===== config.mk =====
export PLATFORM = sky130hd
export DESIGN_NAME = msc_queue
export DESIGN_NICKNAME = d
export VERILOG_FILES = /design/src/design/msc_pkg.sv /design/src/design/msc_queue.sv
export SDC_FILE = /design/constraint.sdc
export NUM_CORES = 1
export LEC_CHECK = 0
export BUFFER_PORTS_ARGS = -buffer_cell sky130_fd_sc_hd__buf_2
export CORE_UTILIZATION = 55
export DETAILED_ROUTE_END_ITERATION = 6
export HOLD_SLACK_MARGIN = 0.02
export PLACE_DENSITY = 0.77
export SLEW_MARGIN = 15
export SYNTH_ARGS = -nofsm -noshare
export SYNTH_HDL_FRONTEND = slang
export SYNTH_SLANG_ARGS = --single-unit

===== constraint.sdc =====
create_clock -name clk -period 3.08 [get_ports clk]
set_input_delay 0 -clock clk [delete_from_list [all_inputs] [get_ports clk]]
set_output_delay 0 -clock clk [all_outputs]
set_load 0.03 [all_outputs]

===== src/design/msc_pkg.sv =====
// Shared types and constants for the matrix symmetry checker.
`timescale 1ns / 1ps

package msc_pkg;

  localparam int ELEM_W = 32;
  localparam int ORDER_W = 5;
  localparam logic [ORDER_W-1:0] ORDER_RESET = 5'd16;
  localparam int DEFAULT_MAX_ORDER = 16;

  localparam int QUEUE_DEPTH = 4;
  localparam int QPTR_W = $clog2(QUEUE_DEPTH);
  localparam int QCNT_W = $clog2(QUEUE_DEPTH + 1);

  localparam int RESULT_W = 8;

  // One classified element on its way from the front to the back.
  typedef struct packed {
    logic [ELEM_W-1:0] element;
    logic [ELEM_W-1:0] mirror;
    logic              check;  // element lies on or below the diagonal
    logic              last;   // final element of the matrix
  } item_t;

endpackage


===== src/design/msc_queue.sv =====
// Short queue between the front end and the comparison back end.
`timescale 1ns / 1ps

module msc_queue (
  input  logic                       clk,
  input  logic                       rst,
  input  logic                       push,
  input  msc_pkg::item_t             push_item,
  input  logic                       pop,
  output logic                       q_valid,
  output msc_pkg::item_t             q_item,
  output logic [msc_pkg::QCNT_W-1:0] q_count
);
  import msc_pkg::*;

  item_t slots [QUEUE_DEPTH];
  logic [QPTR_W-1:0] wr_ptr;
  logic [QPTR_W-1:0] rd_ptr;
  logic [QCNT_W-1:0] count;

  assign q_valid = (count != '0);
  assign q_item = slots[rd_ptr];
  assign q_count = count;

  always_ff @(posedge clk) begin
    if (rst) begin
      wr_ptr <= '0;
      rd_ptr <= '0;
      count <= '0;
    end else begin
      if (push) begin
        wr_ptr <= wr_ptr + QPTR_W'(1);
      end
      if (pop) begin
        rd_ptr <= rd_ptr + QPTR_W'(1);
      end
      if (push && !pop) begin
        count <= count + QCNT_W'(1);
      end else if (pop && !push) begin
        count <= count - QCNT_W'(1);
      end
    end
  end

  always_ff @(posedge clk) begin
    if (push) begin
      slots[wr_ptr] <= push_item;
    end
  end

endmodule


# After elaboration in Yosys (flattened, before gate mapping)
# Memories as Yosys holds them, arrays and structs flattened. A register that Yosys moved wholly into a read port is not among the register bits.
# Cells that the tools add are included.
# word_totals
mem_bits_rw,264
input_bits,70
ff_bits,7
output_inout_bits,70
romBits,0
latchBits,0
word_cells,20
n_memories,1
# memory_table
memory,words,width,rd,rd_clocked_by_memory_dff,write_ports,line_no,rtl
slots,4,66,1,1,1,msc_queue.sv:16,item_t slots [QUEUE_DEPTH];
# op_classes
reduce_logical,6
muxes,6
n_div,0
order_cmp,0
mul,0
eq_ne,0
shift,0
n_bitwise,0
addsub,4
# op_table
cell,count
2-to-1 mux 3 bit,2
adder 2 x 1 -> 2 bit (second input constant),2
2-to-1 mux 2 bit,2
adder 3 x 1 -> 3 bit (second input constant),1
nonzero test 3 bit,1
subtractor 3 x 1 -> 3 bit (second input constant),1
logical AND 1 bit,2
logical NOT 1 bit,2
2-to-1 mux 1 bit,2
nonzero test 2 bit,1

# Logic depth before layout (Yosys ltp)
# logic_depth
depth_word,4
mapped_depth,7
mapped_depth_nobuf,7

# Least setup slack after synthesis
# Ideal clock, no wire load.
# synth_timing
path_kind,reg2reg
from,reg wr_ptr[0]
to,"mem slots[0][0] (netlist bit), enable pin"
n_path_buf,0
t_arrival_ps,2093
stages_incl_launch_ff,4
t_required_ps,2649
synth_period_minus_slack_ps,2523
slack_ps,557
cell_sequence,dfxtp_1 inv_1 ha_1 and2_1
# synth_lines
item,line_no,rtl
start: declaration,msc_queue.sv:17,logic [QPTR_W-1:0] wr_ptr;
start signal: assignment,msc_queue.sv:32,wr_ptr <= wr_ptr + QPTR_W'(1);
end: declaration,msc_queue.sv:16,
# No word-level cell before the write port.

==> impl_metrics.csv <==
group,metric,value,unit
run_status,status,"finished, final reports clean",
timing,relSlewSlack,34.92,%
timing,fmax,460.2,MHz
power_and_ir_drop,ir_worst_vdd,618.0,uV
critical_path,r2r_slack,1350,ps
clock_tree,h-tree-depth,1,
timing,finalSetupViolCount,0,
floorplan,dieHeight,136.4,um
synthesis,yosysTopAreaCell,"edfxtp_1",
detailed_routing,wl_per_cell,20.34,um
timing,maxSlewViolCount,0,
critical_path,start_kind,"register",
global_routing,grt_pass1_wl,26540,um
power_and_ir_drop,pwr_density_cell,677.4,nW/um^2
synthesis,ys_types,19,
placement,hpwlAfterDp,9979,um
cells_and_area,drive_gt1_share,39.53,%
power_and_ir_drop,swShare,23.36,%
critical_path,required,3080,ps
floorplan,dieArea,18620,sq um
synthesis,synthAdderAreaFrac,0.8307,%
synthesis,yosys-top-cells-area,"edfxtp_1 (80%), mux4_2 (15%), dfxtp_1 (1.8%), ha_1 (0.63%), buf_6 (0.57%)",
clock_tree,cts-root-buf,"clkbuf_16",
synthesis,synth_top_family_by_area,"multiplexers",
detailed_routing,drc_errors,0,
detailed_routing,vias_per_cell,5.499,
placement,place_congestion,0.7480,
synthesis,syn_area,9941,sq um
global_routing,grt_pass1_vias,5043,
synthesis,yosys_warnings,0,
worst_hold_path,holdCritPathClass,"input port to register",
clock_tree,clock-sinks,273,
global_routing,overflow,0,
power_and_ir_drop,switchingPower,1971,uW
power_and_ir_drop,power,8435,uW
global_routing,antenna_found_initial,0,
synthesis,muxShareOfSynthArea,15.15,%
critical_path,end_kind,"primary output",
critical_path,cp_max_fo,66,
power_and_ir_drop,leakage,0.004281,uW
detailed_routing,dr_wl_met3,1000,um
power_and_ir_drop,internal_power,6465,uW
power_and_ir_drop,p_comb_share,12.4,%
placement,port_buffers,139,
clock_tree,clk_pin_slew_worst_paths,60,ps
synthesis,synth_area_per_cell,25.69,sq um
clock_tree,post_cts_resized,0,
synthesis,synthSimpleGateAreaFrac,0.6797,%
synthesis,synth_compound_area_share,0.1007,%
detailed_routing,wl_met2,9261,um
floorplan,die_w,136.4,um
floorplan,coreArea,17480,sq um
cells_and_area,fin_nets,691,
timing,period_share,70.55,%
clock_tree,cts_inserted_buffers,27,
floorplan,placementRows,48,
clock_tree,ctsHoldBuffers,69,
synthesis,syn-num-nets,463,
detailed_routing,drt_iter0_drc,236,
detailed_routing,first_pass_iters,4,
power_and_ir_drop,power_frac_seq,51.5,%
synthesis,ys_seq_elements,273,
synthesis,syn_inst,387,
placement,postPlaceCellArea,10940,sq um
detailed_routing,top_layer_used,"met4",
global_routing,grt_max_degree,67,
timing,finalSetupTns,0,ps
timing,worst_slew_pin_slew,976.2,ps
critical_path,worstSetupPathType,"register to primary output",
cells_and_area,fin_area,12450,sq um
detailed_routing,wl_met1,6954,um
cells_and_area,antenna_cells,0,
floorplan,start_util,56.88,%
timing,fin_crit,2173,ps
timing,skew,7.862,ps
detailed_routing,dr_total_vias,4729,
synthesis,yosysSeqAreaShare,81.56,%
power_and_ir_drop,p_clk_share,36.1,%
global_routing,track_usage,19.46,%
detailed_routing,ant_nets,0,
synthesis,synth.top_cell.area_share,79.75,%
timing,hold_viol_final,0,
synthesis,synth_xor_area_share,0.4405,%
run,drv_cap,0,
cells_and_area,syn2layout_area_growth,25.27,%
timing,rsz0062_at_grt,"false",
clock_tree,clock_path_buffers,3,
critical_path,cp.arrival,2170,ps
floorplan,pin_count,140,
detailed_routing,wl,17500,um
clock_tree,tritoncts,"built",
clock_tree,clk_latency,520,ps
clock_tree,postCtsSetupBuffers,0,
==> area by class of cell <==
| class | count | area (sq um) |
|---|---|---|
| multi-input cells | 95 | 1720 |
| clock buffers | 33 | 698.2 |
| flip-flops and latches | 273 | 8115 |
| well taps | 225 | 281.5 |
| inverters | 4 | 15.01 |
| repair buffers | 214 | 1494 |
| fillers | 1023 | 5024 |
| clock inverters | 16 | 128.9 |
==> final timing paths <==
kind | cells past startpoint | to | start
setup / recovery | 2 | q_item[37] | register
hold / removal | 2 | slots[1][14]$_DFFE_PP_ | push_item[14]
setup reg to reg | 4 | slots[2][18]$_DFFE_PP_ | wr_ptr[0]$_SDFFE_PP0P_
hold reg to reg | 2 | rd_ptr[1]$_SDFFE_PP0P_ | rd_ptr[1]$_SDFFE_PP0P_
==> worst max-delay path, cell delays in order, from the launching register on <==
cell     delay [ps]
dfxtp_4         990
mux4_2          440
buf_2           200
==> synth_stat cells, drive strengths merged <==
library cell  count
o21ai             1
nor2              7
a21oi             1
clkbuf            3
and2              4
mux2i             2
ha                5
inv               4
dfxtp             9
edfxtp          264
mux4             66
nand2             1
fa                1
xnor2             2
xor2              3
buf              12
or3               2
==> kinds of logic after synthesis <==
family,after synthesis
buffers and inverters,19
XOR/XNOR,5
multiplexers,68
flip-flops,273
AND/OR/NAND/NOR,14
AO/OA/AOI/OAI,2
adder cells (fa/ha/maj),6
==> through the flow <==
stage	worst slack [ps]	utilization (%)	std cells	hold slack, ps
2_1_floorplan	556.5	-	387	98.87
3_3_place_gp	1354	62.57	742	211.7
3_5_place_dp	1326	62.57	742	216.3
4_1_cts	838.1	71.26	860	213.3
5_1_grt	798.5	71.26	860	227.7
6_report	906.9	71.26	860	231.8
==> power by group through the flow <==
| stage | combinational (uW) | clock [uW] | sequential [uW] |
|---|---|---|---|
| 6_report | 1050 | 3040 | 4340 |
| 5_1_grt | 1120 | 3230 | 4360 |
| 4_1_cts | 1060 | 3100 | 4350 |
| 3_5_place_dp | 990 | 0 | 4430 |
| 3_3_place_gp | 969 | 0 | 4410 |
| 2_1_floorplan | 695 | 0 | 4400 |
==> cells in the final DEF (no fill, tap or decap), types with 4 or more instances in the layout <==
cell | synthesis | routed
dlygate4sd3_1 | 0 | 69
clkinv_1 | 0 | 9
ha_1 | 5 | 5
clkbuf_16 | 0 | 27
inv_1 | 4 | 4
dfxtp_1 | 9 | 7
edfxtp_1 | 264 | 264
clkbuf_1 | 3 | 6
buf_12 | 0 | 5
nor2_1 | 7 | 7
and2_4 | 0 | 4
buf_2 | 5 | 139
mux4_2 | 66 | 66
==> sequential cells by signal, summed over array words and instances (netlist names), named ones only <==
signal,cells
q_count,3
rd_ptr,2
slots,264
wr_ptr,2
==> per-layer routing <==
layer,track usage [%],vias up
met5,0,-
met2,35.08,143
met1,24.20,2456
met3,3.766,22
li1,-,2108
met4,4.753,0
Note: power is estimated with default switching activity, not from simulation.
