File: src/design/msc_pkg.sv
// Shared types and constants for the matrix symmetry checker.
`timescale 1ns / 1ps

package msc_pkg;

  localparam int ELEM_W = 32;
  localparam int ORDER_W = 5;
  localparam logic [ORDER_W-1:0] ORDER_RESET = 5'd16;
  localparam int DEFAULT_MAX_ORDER = 16;

  localparam int QUEUE_DEPTH = 4;
  localparam int QPTR_W = $clog2(QUEUE_DEPTH);
  localparam int QCNT_W = $clog2(QUEUE_DEPTH + 1);

  localparam int RESULT_W = 8;

  // One classified element on its way from the front to the back.
  typedef struct packed {
    logic [ELEM_W-1:0] element;
    logic [ELEM_W-1:0] mirror;
    logic              check;  // element lies on or below the diagonal
    logic              last;   // final element of the matrix
  } item_t;

endpackage

File: src/design/msc_back.sv
// Back end: mirror comparison, running flags and the result register.
`timescale 1ns / 1ps

module msc_back (
  input  logic                         clk,
  input  logic                         rst,
  input  logic                         cfg_we,
  input  logic                         q_valid,
  input  msc_pkg::item_t               q_item,
  output logic                         pop,
  output logic                         out_valid,
  input  logic                         out_ready,
  output logic [msc_pkg::RESULT_W-1:0] out_data
);
  import msc_pkg::*;

  logic symmetric_so_far;
  logic skew_so_far;
  logic sym_next;
  logic skew_next;
  logic sym_hit;
  logic skew_hit;
  logic res_sym;
  logic res_skew;

  assign sym_hit = (q_item.element == q_item.mirror);
  assign skew_hit = (q_item.element == (ELEM_W'(0) - q_item.mirror));

  assign sym_next = symmetric_so_far && (!q_item.check || sym_hit);
  assign skew_next = skew_so_far && (!q_item.check || skew_hit);

  // Only the final element needs a free result register.
  assign pop = q_valid && (!q_item.last || !out_valid || out_ready);

  always_ff @(posedge clk) begin
    if (rst) begin
      symmetric_so_far <= 1'b1;
      skew_so_far <= 1'b1;
      out_valid <= 1'b0;
    end else begin
      if (!cfg_we && pop && q_item.last) begin
        out_valid <= 1'b1;
      end else if (out_ready) begin
        out_valid <= 1'b0;
      end
      if (cfg_we) begin
        symmetric_so_far <= 1'b1;
        skew_so_far <= 1'b1;
      end else if (pop) begin
        if (q_item.last) begin
          symmetric_so_far <= 1'b1;
          skew_so_far <= 1'b1;
        end else begin
          symmetric_so_far <= sym_next;
          skew_so_far <= skew_next;
        end
      end
    end
  end

  always_ff @(posedge clk) begin
    if (pop && q_item.last) begin
      res_sym <= sym_next;
      res_skew <= skew_next;
    end
  end

  assign out_data = {{(RESULT_W - 2){1'b0}}, res_skew, res_sym};

endmodule

File: config.mk
export PLATFORM = sky130hd
export DESIGN_NAME = msc_back
export DESIGN_NICKNAME = d
export VERILOG_FILES = /design/src/design/msc_pkg.sv /design/src/design/msc_back.sv
export SDC_FILE = /design/constraint.sdc
export NUM_CORES = 1
export LEC_CHECK = 0
export BUFFER_PORTS_ARGS = -buffer_cell sky130_fd_sc_hd__buf_2
export CAP_MARGIN = 20
export CORE_ASPECT_RATIO = 1.75
export CORE_MARGIN = 10
export CORE_UTILIZATION = 40
export CTS_CLUSTER_DIAMETER = 40
export CTS_CLUSTER_SIZE = 25
export DETAILED_ROUTE_END_ITERATION = 16
export PLACE_DENSITY = 0.71
export SLEW_MARGIN = 20
export SYNTH_ARGS = -nofsm -noshare
export SYNTH_HDL_FRONTEND = slang
export SYNTH_SLANG_ARGS = --single-unit
export TNS_END_PERCENT = 50
File: constraint.sdc
create_clock -name clk -period 5.7 [get_ports clk]
set_input_delay 0.855 -clock clk [delete_from_list [all_inputs] [get_ports clk]]
set_output_delay 0.855 -clock clk [all_outputs]
set_load 0.005 [all_outputs]
# Word-level counts from Yosys, hierarchy flattened
# Index checks and enable logic that the tools add are counted.
# totals
register_bits,5
input_bits,71
out_inout_bits,10
word_cells,28
# op_classes
n_addsub,1
mux,4
n_reduce_logical,16
n_eq_ne,2
# op_table
operator,count
$eq A32 B32 Y1,2
$sub A1 B32 Y32 const A,1
$logic_and A1 B1 Y1,6
$logic_not A1 Y1,4
$logic_or A1 B1 Y1,4
$mux W1,4
$reduce_bool A2 Y1,1
$reduce_or A2 Y1,1

# Depth between registers and ports, before layout
# Gate-level depths: netlist of run 1.
# logic_depth
word_depth,7
depth_mapped,10
mapped_depth_nobuf,9

# Worst setup path after synthesis of run 1
# No wires, ideal clock.
# synth_timing
kind,in2reg
start,input q_item[4] in the netlist's numbering
end,register res_skew (data pin)
n_path_buf,2
setup_time_ns,0.152
arrival_ns,3.277
cell_stages,9
required_time_ns,5.548
path_slack_ns,2.271
cell_sequence,buf_6 or4_1 clkbuf_1 or4_1 xnor2_1 a311oi_2 nand4_1 or4_4 o22ai_1
# synth_between
elab_chain_len,4
# synth_rtl
element,line,text
start: declaration,msc_back.sv:9,"input msc_pkg::item_t q_item,"
$sub A1 B32 Y32,msc_back.sv:27,assign skew_hit = (q_item.element == (ELEM_W'(0) - q_item.mirror));
$eq A32 B32 Y1,msc_back.sv:27,
$logic_or A1 B1 Y1,msc_back.sv:30,assign skew_next = skew_so_far && (!q_item.check || skew_hit);
$logic_and A1 B1 Y1,msc_back.sv:30,
via skew_next,msc_back.sv:20,logic skew_next;
end signal: assignment,msc_back.sv:64,res_skew <= skew_next;
end: declaration,msc_back.sv:24,logic res_skew;
# The timed path passes the listed nets, and every way through them passes these cells.
# A chain may end at the register's enable or synchronous reset.

# Worst setup path after layout of run 1
# layout_timing
start,input q_item[9] in the netlist's numbering
end,register res_skew (data pin)
# The elaborated chain is that of the path after synthesis.

==> results of run 1 <==
[critical path, cell delays in order]
cell	delay, ps
buf_2	130
nor3_1	490
nand4b_1	550
nor4_1	640
mux2i_1	250
nand4_1	100
or4_4	530
o22ai_1	110
[cell type report]
class | count | area (µm²) | area share
clock buffers | 4 | 45.04 | 0.02203
inverters | 12 | 45.04 | 0.02203
well taps | 48 | 60.06 | 0.02938
repair buffers | 74 | 370.4 | 0.1812
flip-flops and latches | 5 | 120.1 | 0.05875
multi-input cells | 203 | 1404 | 0.6867
[per-layer routing]
layer,share of wire,global-route usage,wire (µm),vias up
met2,0.56,0.3124,3426,92
met1,0.33,0.1437,2007,927
met3,0.069,0.03529,428,22
met5,0,0,0,-
li1,-,-,-,999
met4,0.050,0.1142,308,0
[sequential cells by signal, indices dropped and copies added (netlist names)]
register          cells
res_skew              1
symmetric_so_far      1
skew_so_far           1
res_sym               1
out_valid             1
[cell usage in the layout (no fill, tap or decap), types with 2 or more instances in the layout]
cell type	count
or2_2	3
nor4_1	12
a41oi_1	2
nor2_1	16
clkbuf_8	3
o21a_1	2
conb_1	6
nor4_2	2
nand3_1	3
a211oi_1	3
o211ai_1	4
dfxtp_1	3
edfxtp_1	2
nand2_1	10
or4_1	4
a21oi_1	3
nand4_1	11
buf_2	74
nand2b_1	2
o21ai_0	7
a211o_1	4
nand4b_1	5
or3_1	5
xor2_1	18
a31oi_1	4
mux2i_1	2
a21boi_0	3
and4_1	3
nor3_1	17
inv_1	12
nor2b_1	6
xnor2_1	20
[worst paths after layout]
check             slack [ps]                  endpoint  cells after the start
setup / recovery        2110        res_skew$_DFFE_PP_                      8
hold / removal           490  skew_so_far$_SDFFE_PP1P_                      2
setup reg to reg        3550        res_skew$_DFFE_PP_                      7
hold reg to reg          490  skew_so_far$_SDFFE_PP1P_                      2
[logic make-up (layout without fill, tap and decap cells)]
| group | count (synthesis) | in the layout | share of synthesized area |
|---|---|---|---|
| and+or+nand+nor | 109 | 109 | 0.3929 |
| AOI/OAI and AO/OA | 46 | 46 | 0.2059 |
| xor gates and xnor gates | 39 | 39 | 0.2142 |
| buffers and inverters | 31 | 90 | 0.09276 |
| DFF | 5 | 5 | 0.07240 |
| muxes | 2 | 2 | 0.01207 |
| adders and majority gates | 1 | 1 | 0.007540 |
| other | 1 | 6 | 0.002260 |
[power by group through the flow]
| stage | clock, µW | sequential (µW) | combinational, µW |
|---|---|---|---|
| after detailed placement | 0 | 39.9 | 127 |
| after floorplan | 0 | 39.8 | 76.1 |
| after global routing | 70.2 | 39.5 | 140 |
| after global placement | 0 | 39.8 | 126 |
| after CTS | 68.4 | 39.4 | 127 |
| final | 67.4 | 39.3 | 128 |
[metrics by stage]
stage	power (µW)	util	setup WS (ps)	std cells	hold WS, ps
6_report	234.9	0.5187	2115	346	486.2
2_1_floorplan	115.9	-	2271	239	441.5
4_1_cts	235.1	0.5187	2152	346	489.0
3_3_place_gp	166.2	0.5073	2003	342	462.5
5_1_grt	249.4	0.5187	1863	346	540.4
3_5_place_dp	166.7	0.5073	1921	342	480.1
==> results by group, run 1 <==
Outcome
  • Status: complete, no violations

Placed design
  • Post-DP HPWL: 5.416 mm
  • Buffers on Ports: 74
  • GP Congestion: 0.9548
  • DP Area: 0.001999 mm²

Power
  • Leak: 0.0008053 µW
  • P_int: 143.0 µW
  • Switching Fraction: 0.3911
  • Worst vdd ir: 0.0001319 V
  • Reg power frac: 0.167
  • Psw: 91.88 µW
  • Clock share of power: 0.287
  • Power per cell area: 114.9 mW/mm²
  • Comb power frac: 0.546

Drt
  • Avg WL per Cell: 17.83 µm
  • DR DRC count: 0
  • Detail Route Antenna Nets: 0
  • TritonRoute pass-1 iters: 4
  • Routed WL: 6.170 mm
  • 1st-iter DRT viols: 48
  • DR vias/cell: 5.896
  • Via count: 2,040

Min path
  • Hold Path Class: reg2reg
  • Min-delay src: skew_so_far$_SDFFE_PP1P_

Logic synthesis
  • Synth cell types: 59
  • Synth cell count leaders: xnor2_1 (20), xor2_1 (18), nor3_1 (17)
  • EDFF count, synth: 2
  • Synth Area per Inst: 7.090 µm²
  • Top_reg_cell synth: dfxtp_1
  • Register area share after synthesis: 0.07240
  • Top-count cell post-synth: xnor2_1
  • Mapped Cells: 234
  • Synthesis Warnings: 0
  • Top cell type's share of synthesized area: 0.1056
  • Async S/R FF share, synth: 0
  • Post-synthesis register bit count: 5
  • Yosys top cell by area: xnor2_1
  • Top cells by area, synth: xnor2_1 (11%), xor2_1 (9.5%), nor3_1 (5.1%)
  • Synthesized area: 0.001659 mm²

STA
  • Max Transition Viols Final: 0
  • Final Skew: 1.151 ps
  • Fin. Hold Viols: 0
  • Shortest period the worst path allows: 3585 ps
  • Worst slew pin tran: 706.7 ps
  • Slew margin rel.: 0.5253
  • RSZ-0062 raised after global routing: false
  • Fmax: 278.9 MHz
  • Setup violators final: 0
  • Crit share post-route: 0.6290
  • Post-route setup TNS: 0 ps

Floorplanning
  • Site row count: 30
  • IO Count: 81
  • Initial core utilization: 0.4210
  • Placeable Area: 0.003941 mm²
  • Die area: 0.007225 mm²
  • Die H: 105.2 µm
  • Die X: 68.69 µm

GRT
  • Initial antenna violation count: 0
  • Vias in the first global route: 2,208
  • Gr ovfl total: 0
  • First-pass GRT wire length: 9.735 mm
  • Gr usage total: 0.1672
  • Pin count of the biggest net entering global routing: 12

Clocking
  • Postcts setup bufs: 0
  • Root buf cell: clkbuf_8
  • CTS tree: done
  • Reg clk slew, reported paths: 40 ps
  • Hold buffers post-CTS: 0
  • Htree depth: 1
  • Worst-Skew Late Latency: 220 ps
  • CTS max path bufs: 2
  • CTS buffer count: 3
  • Post-cts gate resize count: 0
  • CTS Sinks: 5

Finish
  • Layout cell share with drive strength beyond 1: 0.2886
  • Area grow syn2layout: 23.23%
  • # fillers: 420
  • N_diodes: 0
  • Post-layout nets: 371
  • Final Cell Area: 0.002044 mm²

Critical path
  • Critical path launch point type: primary input
  • Worst Setup Path Type: in2reg
  • Crit end category: register
  • CP arrival: 3660 ps
  • Crit Reg-Reg Startpoint: skew_so_far$_SDFFE_PP1P_
  • CP max FO: 11
  • CP startpoint: q_item[9]
  • Critical Path RT: 5770 ps

Job
  • Maximum Capacitance Violations: 0
No activity file was read; power rests on OpenSTA's default activity.
==> inputs of run 2 (changes only) <==
==> constraint.sdc (replaced) <==
create_clock -name clk -period 3.6 [get_ports clk]
set_input_delay 0.54 -clock clk [delete_from_list [all_inputs] [get_ports clk]]
set_output_delay 0.54 -clock clk [all_outputs]
set_load 0.005 [all_outputs]
==> results by group, run 2 (synthesis gave the netlist of run 1 again) <==
Outcome
  • Status: complete, no violations

Clocking
  • CTS buffer count: 3 (unchanged)
  • Htree depth: 1 (unchanged)
  • CTS max path bufs: 2 (unchanged)
  • Root buf cell: clkbuf_8
  • Reg clk slew, reported paths: 40 ps (about the same)
  • Postcts setup bufs: 0 (unchanged)
  • CTS Sinks: 5 (unchanged)
  • CTS tree: done
  • Worst-Skew Late Latency: 220 ps (about the same)
  • Post-cts gate resize count: 0 (unchanged)
  • Hold buffers post-CTS: 0 (unchanged)

Floorplanning
  • IO Count: 81 (unchanged)
  • Die area: 0.007225 mm² (unchanged)
  • Site row count: 30 (unchanged)
  • Die H: 105.2 µm (unchanged)
  • Placeable Area: 0.003941 mm² (unchanged)
  • Initial core utilization: 0.4210 (unchanged)
  • Die X: 68.69 µm (unchanged)

Finish
  • # fillers: 437 (+4.0%)
  • Multi-input logic area: 0.001404 mm² (unchanged)
  • Post-layout nets: 377 (+1.6%)
  • Final Cell Area: 0.002090 mm² (+2.2%)
  • Commonest non-fill, non-tap cells in the layout: buf_2 (74), xnor2_1 (20), xor2_1 (18)
  • N_diodes: 0 (unchanged)
  • FF/Latch Area: 120.1 µm² (unchanged)
  • Commonest non-fill, non-tap cell in the layout: buf_2
  • Final Util: 0.5302 (+0.01143)
  • Layout cell share with drive strength beyond 1: 0.3026 (+0.01404)
  • Area grow syn2layout: 25.94%

Min path
  • Min-delay src: symmetric_so_far$_SDFFE_PP1P_
  • Worst Hold Depth: 2 (unchanged)
  • Hold Path Class: reg2reg
  • Worst Hold End: symmetric_so_far$_SDFFE_PP1P_

STA
  • Fin. Hold Viols: 0 (unchanged)
  • Hold Slack: 477.7 ps (-8.512 ps)
  • Shortest period the worst path allows: 3064 ps
  • RSZ-0062 raised after global routing: false
  • Post-route setup TNS: 0 ps (unchanged)
  • Max Transition Viols Final: 0 (unchanged)
  • Crit share post-route: 0.8510
  • Setup violators final: 0 (unchanged)
  • Final Skew: 1.498 ps (+0.3466 ps)
  • Fmax: 326.4 MHz
  • Worst slew pin tran: 533.4 ps (-173.3 ps)
  • Slew margin rel.: 0.6411 (+0.1159)

Placed design
  • Post-DP HPWL: 5.577 mm (+3.0%)
  • Buffers on Ports: 74 (unchanged)
  • DP Area: 0.002044 mm² (+2.3%)
  • GP Congestion: 0.9429 (-1.2%)

Critical path
  • Path length in cells of the critical path: 8 (unchanged)
  • Crit path max-delay cell type: or4_1
  • Worst Setup Path Type: in2reg
  • Worst Reg2Reg Path Length in Cells: 7 (unchanged)
  • Critical path launch point type: primary input
  • Crit Reg-Reg Startpoint: skew_so_far$_SDFFE_PP1P_
  • Max stage delay on crit path: 660 ps (+20 ps)
  • Crit end category: register
  • CP delay by family, top: simple AND/OR/NAND/NOR gates
  • Worst r2r dst: res_skew$_DFFE_PP_
  • Worst path most repeated cell: or4_1
  • CP arrival: 3130 ps (-530 ps)
  • CP max FO: 8 (-3)
  • Worst-path cell chain: buf_2 > or4_1 > or4_1 > xnor2_1 > a311oi_2 > nand4_1 > or4_4 > o22ai_1
  • Critical Path RT: 3670 ps (-2100 ps)
  • Buf/Inv on CP: 1 (unchanged)
  • Setup slack, reg-to-reg: 1450 ps (-2100 ps)

Drt
  • DR vias/cell: 5.861 (-0.60%)
  • Avg WL per Cell: 17.84 µm (about the same)
  • Via count: 2,063 (+1.1%)
  • 1st-iter DRT viols: 68 (+42%)
  • DR DRC count: 0 (unchanged)
  • Routed WL: 6.278 mm (+1.8%)
  • TritonRoute pass-1 iters: 4 (unchanged)
  • Detail Route Antenna Nets: 0 (unchanged)

GRT
  • Gr ovfl total: 0 (unchanged)
  • Initial antenna violation count: 0 (unchanged)
  • Vias in the first global route: 2,192 (-0.72%)
  • Gr usage total: 0.1699 (+0.002751)
  • First-pass GRT wire length: 9.687 mm (-0.49%)
  • Pin count of the biggest net entering global routing: 9 (-3)

Job
  • Maximum Capacitance Violations: 0 (unchanged)

Power
  • Leak: 0.0008346 µW (+3.6%)
  • Power per cell area: 179.5 mW/mm² (+56%)
  • Worst vdd ir: 0.0001756 V (+33%)
run 2: cell count changes in the layout (fill, tap and decap cells not counted):
cell,delta
buf_4,+6
run 2: metal layers:
| layer | vias to the layer above | global-route usage | share of wire |
|---|---|---|---|
| met5 | - | 0 | 0 |
| met4 | 0 | 0.1416 | 0.068 |
| met3 | 33 | 0.03850 | 0.070 |
| met2 | 89 | 0.3144 | 0.55 |
| met1 | 929 | 0.1367 | 0.31 |
| li1 | 1012 | - | - |
run 2: cell type report:
cell class	count	area share
multi-input combinational	203	0.6719
timing repair buffer	80	0.1988
sequential	5	0.05749
tap	48	0.02874
clock buffer	4	0.02156
inverter	12	0.02156
run 2: how the worst max path moves through the flow:
stage	start	end	slack [ps]
floorplan	q_item[4]	res_skew$_DFFE_PP_	490
global placement	q_item[4]	res_skew$_DFFE_PP_	360
detailed placement	q_item[4]	res_skew$_DFFE_PP_	330
CTS	q_item[4]	res_skew$_DFFE_PP_	560
global route	q_item[3]	res_skew$_DFFE_PP_	470
finish	q_item[4]	res_skew$_DFFE_PP_	540
run 2: tightest hold or removal path, delay by kind of cell, from the launching register on:
family / cells / cell delay, ps
flip-flops: 1 / 320
AND/OR/NAND/NOR: 2 / 130
run 2: through the flow:
stage / power, µW / worst slack, ps / cells
after CTS: 376.2 / 559.5 / 352
after detailed placement: 268.6 / 333.7 / 348
after global routing: 401.9 / 468.7 / 352
final: 375.2 / 536.3 / 352
after floorplan: 183.5 / 486.1 / 239
after global placement: 266.6 / 355.1 / 348
run 2: power by group:
part / switching (µW) / internal [µW] / leakage, µW
Sequential: 0.592 / 61.6 / 0.0000433
Combinational: 117 / 90.7 / 0.000769
Clock: 29.2 / 76.1 / 0.0000228
Total: 147 / 229 / 0.000835
==> inputs of run 3 (changes only) <==
--- a/config.mk
+++ b/config.mk
@@ -7,7 +7,7 @@
 export LEC_CHECK = 0
 export BUFFER_PORTS_ARGS = -buffer_cell sky130_fd_sc_hd__buf_2
 export CAP_MARGIN = 20
-export CORE_ASPECT_RATIO = 1.75
+export CORE_ASPECT_RATIO = 1.25
 export CORE_MARGIN = 10
 export CORE_UTILIZATION = 40
 export CTS_CLUSTER_DIAMETER = 40
==> results by group, run 3 (synthesis gave the netlist of run 1 again) <==
Clocking
  • Worst-Skew Late Latency: 220 ps (about the same)
  • CTS max path bufs: 2 (unchanged)
  • Reg clk slew, reported paths: 40 ps (about the same)
  • Post-cts gate resize count: 0 (unchanged)
  • Htree depth: 1 (unchanged)
  • Hold buffers post-CTS: 0 (unchanged)
  • CTS tree: done
  • CTS Sinks: 5 (unchanged)
  • CTS buffer count: 3 (unchanged)
  • Root buf cell: clkbuf_8
  • Postcts setup bufs: 0 (unchanged)

Critical path
  • Crit end category: register
  • CP arrival: 3110 ps (-20 ps)
  • Critical Path RT: 3670 ps (about the same)
  • Worst Reg2Reg Path Length in Cells: 7 (unchanged)
  • Critical path launch point type: primary input
  • CP max FO: 8 (unchanged)
  • Worst Setup Path Type: in2reg

Finish
  • Layout cell share with drive strength beyond 1: 0.2980 (-0.004618)
  • Post-layout nets: 375 (-0.53%)
  • Area grow syn2layout: 25.64%
  • N_diodes: 0 (unchanged)
  • Final Util: 0.5167 (-0.01341)
  • Commonest non-fill, non-tap cells in the layout: buf_2 (74), xnor2_1 (20), xor2_1 (18)
  • Final Cell Area: 0.002085 mm² (-0.24%)
  • Commonest non-fill, non-tap cell in the layout: buf_2

Placed design
  • Pre-CTS setup slack: 357.1 ps (+23.40 ps)
  • DP Area: 0.002039 mm² (-0.24%)
  • GP Congestion: 0.8569 (-9.1%)
  • Post-DP HPWL: 4.992 mm (-10%)
  • Buffers on Ports: 74 (unchanged)

Power
  • P_int: 228.0 µW (-0.22%)
  • Comb power frac: 0.543 (-0.010)
  • Clock share of power: 0.289 (+0.008)
  • Switching Fraction: 0.3861 (-0.004721)
  • Power per cell area: 178.2 mW/mm² (-0.75%)
  • Reg power frac: 0.168 (+0.002)
  • Psw: 143.4 µW (-2.2%)
  • Leak: 0.0008251 µW (-1.1%)
  • Worst vdd ir: 0.0001258 V (-28%)

Min path
  • Hold Path Class: reg2reg
  • Worst Hold Depth: 2 (unchanged)

STA
  • Post-route setup TNS: 0 ps (unchanged)
  • Worst slew pin tran: 519.0 ps (-14.40 ps)
  • Setup violators final: 0 (unchanged)
  • RSZ-0062 raised after global routing: false
  • Post-route setup slack: 560.3 ps (+23.96 ps)
  • Slew margin rel.: 0.6508 (+0.009686)
  • Fin. Hold Viols: 0 (unchanged)
  • Crit share post-route: 0.8444 (-0.006657)
  • Shortest period the worst path allows: 3040 ps (-23.96 ps)
  • Final Skew: 1.721 ps (+0.2229 ps)
  • Max Transition Viols Final: 0 (unchanged)
  • Fmax: 329.0 MHz (+0.79%)

GRT
  • Gr usage total: 0.1551 (-0.01485)
  • Pin count of the biggest net entering global routing: 9 (unchanged)
  • Vias in the first global route: 2,006 (-8.5%)
  • First-pass GRT wire length: 9.549 mm (-1.4%)
  • Initial antenna violation count: 0 (unchanged)
  • Gr ovfl total: 0 (unchanged)

Floorplanning
  • IO Count: 81 (unchanged)
  • Die area: 0.007140 mm² (-1.2%)
  • Die X: 77.61 µm (+13%)
  • Placeable Area: 0.004034 mm² (+2.3%)
  • Die H: 92.01 µm (-13%)
  • Site row count: 26 (-13%)
  • Initial core utilization: 0.4113 (-0.009662)

Drt
  • DR vias/cell: 5.648 (-3.6%)
  • Detail Route Antenna Nets: 0 (unchanged)
  • TritonRoute pass-1 iters: 4 (unchanged)
  • DR DRC count: 0 (unchanged)
  • Avg WL per Cell: 16.18 µm (-9.3%)
  • 1st-iter DRT viols: 216 (+220%)
  • Routed WL: 5.792 mm (-7.7%)
  • Via count: 2,022 (-2.0%)

Job
  • Maximum Capacitance Violations: 0 (unchanged)

Outcome
  • Status: complete, no violations
## run 3: changes by cell type in the layout (fill, tap and decap cells not counted), sizes merged
cell  before  now
buf       80   78
## run 3: cell type report
type / instances / area [µm²]
clock buffer: 4 / 45.04
fill: 462 / 1949
inverter: 12 / 45.04
multi-input combinational: 203 / 1404
sequential: 5 / 120.1
tap: 56 / 70.07
timing repair buffer: 78 / 400.4
## run 3: worst max-delay path, stage by stage
cell and delay (ps):
buf_2 140, or4_1 660, or4_1 570, xnor2_1 170, a311oi_2 260, nand4_1 110
or4_4 530, o22ai_1 120
## run 3: per-stage QoR
stage | power, µW | hold slack, ps | instances
4_1_cts | 369.5 | 491.0 | 358
3_3_place_gp | 261.3 | 457.3 | 354
3_5_place_dp | 262.0 | 475.4 | 354
2_1_floorplan | 183.5 | 441.5 | 239
5_1_grt | 398.0 | 511.7 | 358
6_report | 371.4 | 487.3 | 358
## run 3: final timing paths
kind                                         to                           from  slack (ps)
setup reg to reg             res_skew$_DFFE_PP_       skew_so_far$_SDFFE_PP1P_        1500
hold / removal    symmetric_so_far$_SDFFE_PP1P_  symmetric_so_far$_SDFFE_PP1P_         490
setup / recovery             res_skew$_DFFE_PP_                      q_item[4]         560
hold reg to reg   symmetric_so_far$_SDFFE_PP1P_  symmetric_so_far$_SDFFE_PP1P_         490
## run 3: layer usage
| layer | GRT usage | share of wire | vias to the layer above |
|---|---|---|---|
| li1 | - | - | 1019 |
| met1 | 0.1826 | 0.42 | 922 |
| met2 | 0.2729 | 0.50 | 69 |
| met3 | 0.02637 | 0.057 | 12 |
| met4 | 0.05488 | 0.023 | 0 |
| met5 | 0 | 0 | - |
## run 3: power groups by stage
| stage | clock (µW) | sequential, µW | combinational, µW |
|---|---|---|---|
| after floorplan | 0 | 63.1 | 120 |
| after global placement | 0 | 63.2 | 198 |
| after detailed placement | 0 | 63.2 | 199 |
| after CTS | 107 | 62.4 | 200 |
| after global routing | 112 | 62.5 | 223 |
| final | 107 | 62.3 | 202 |
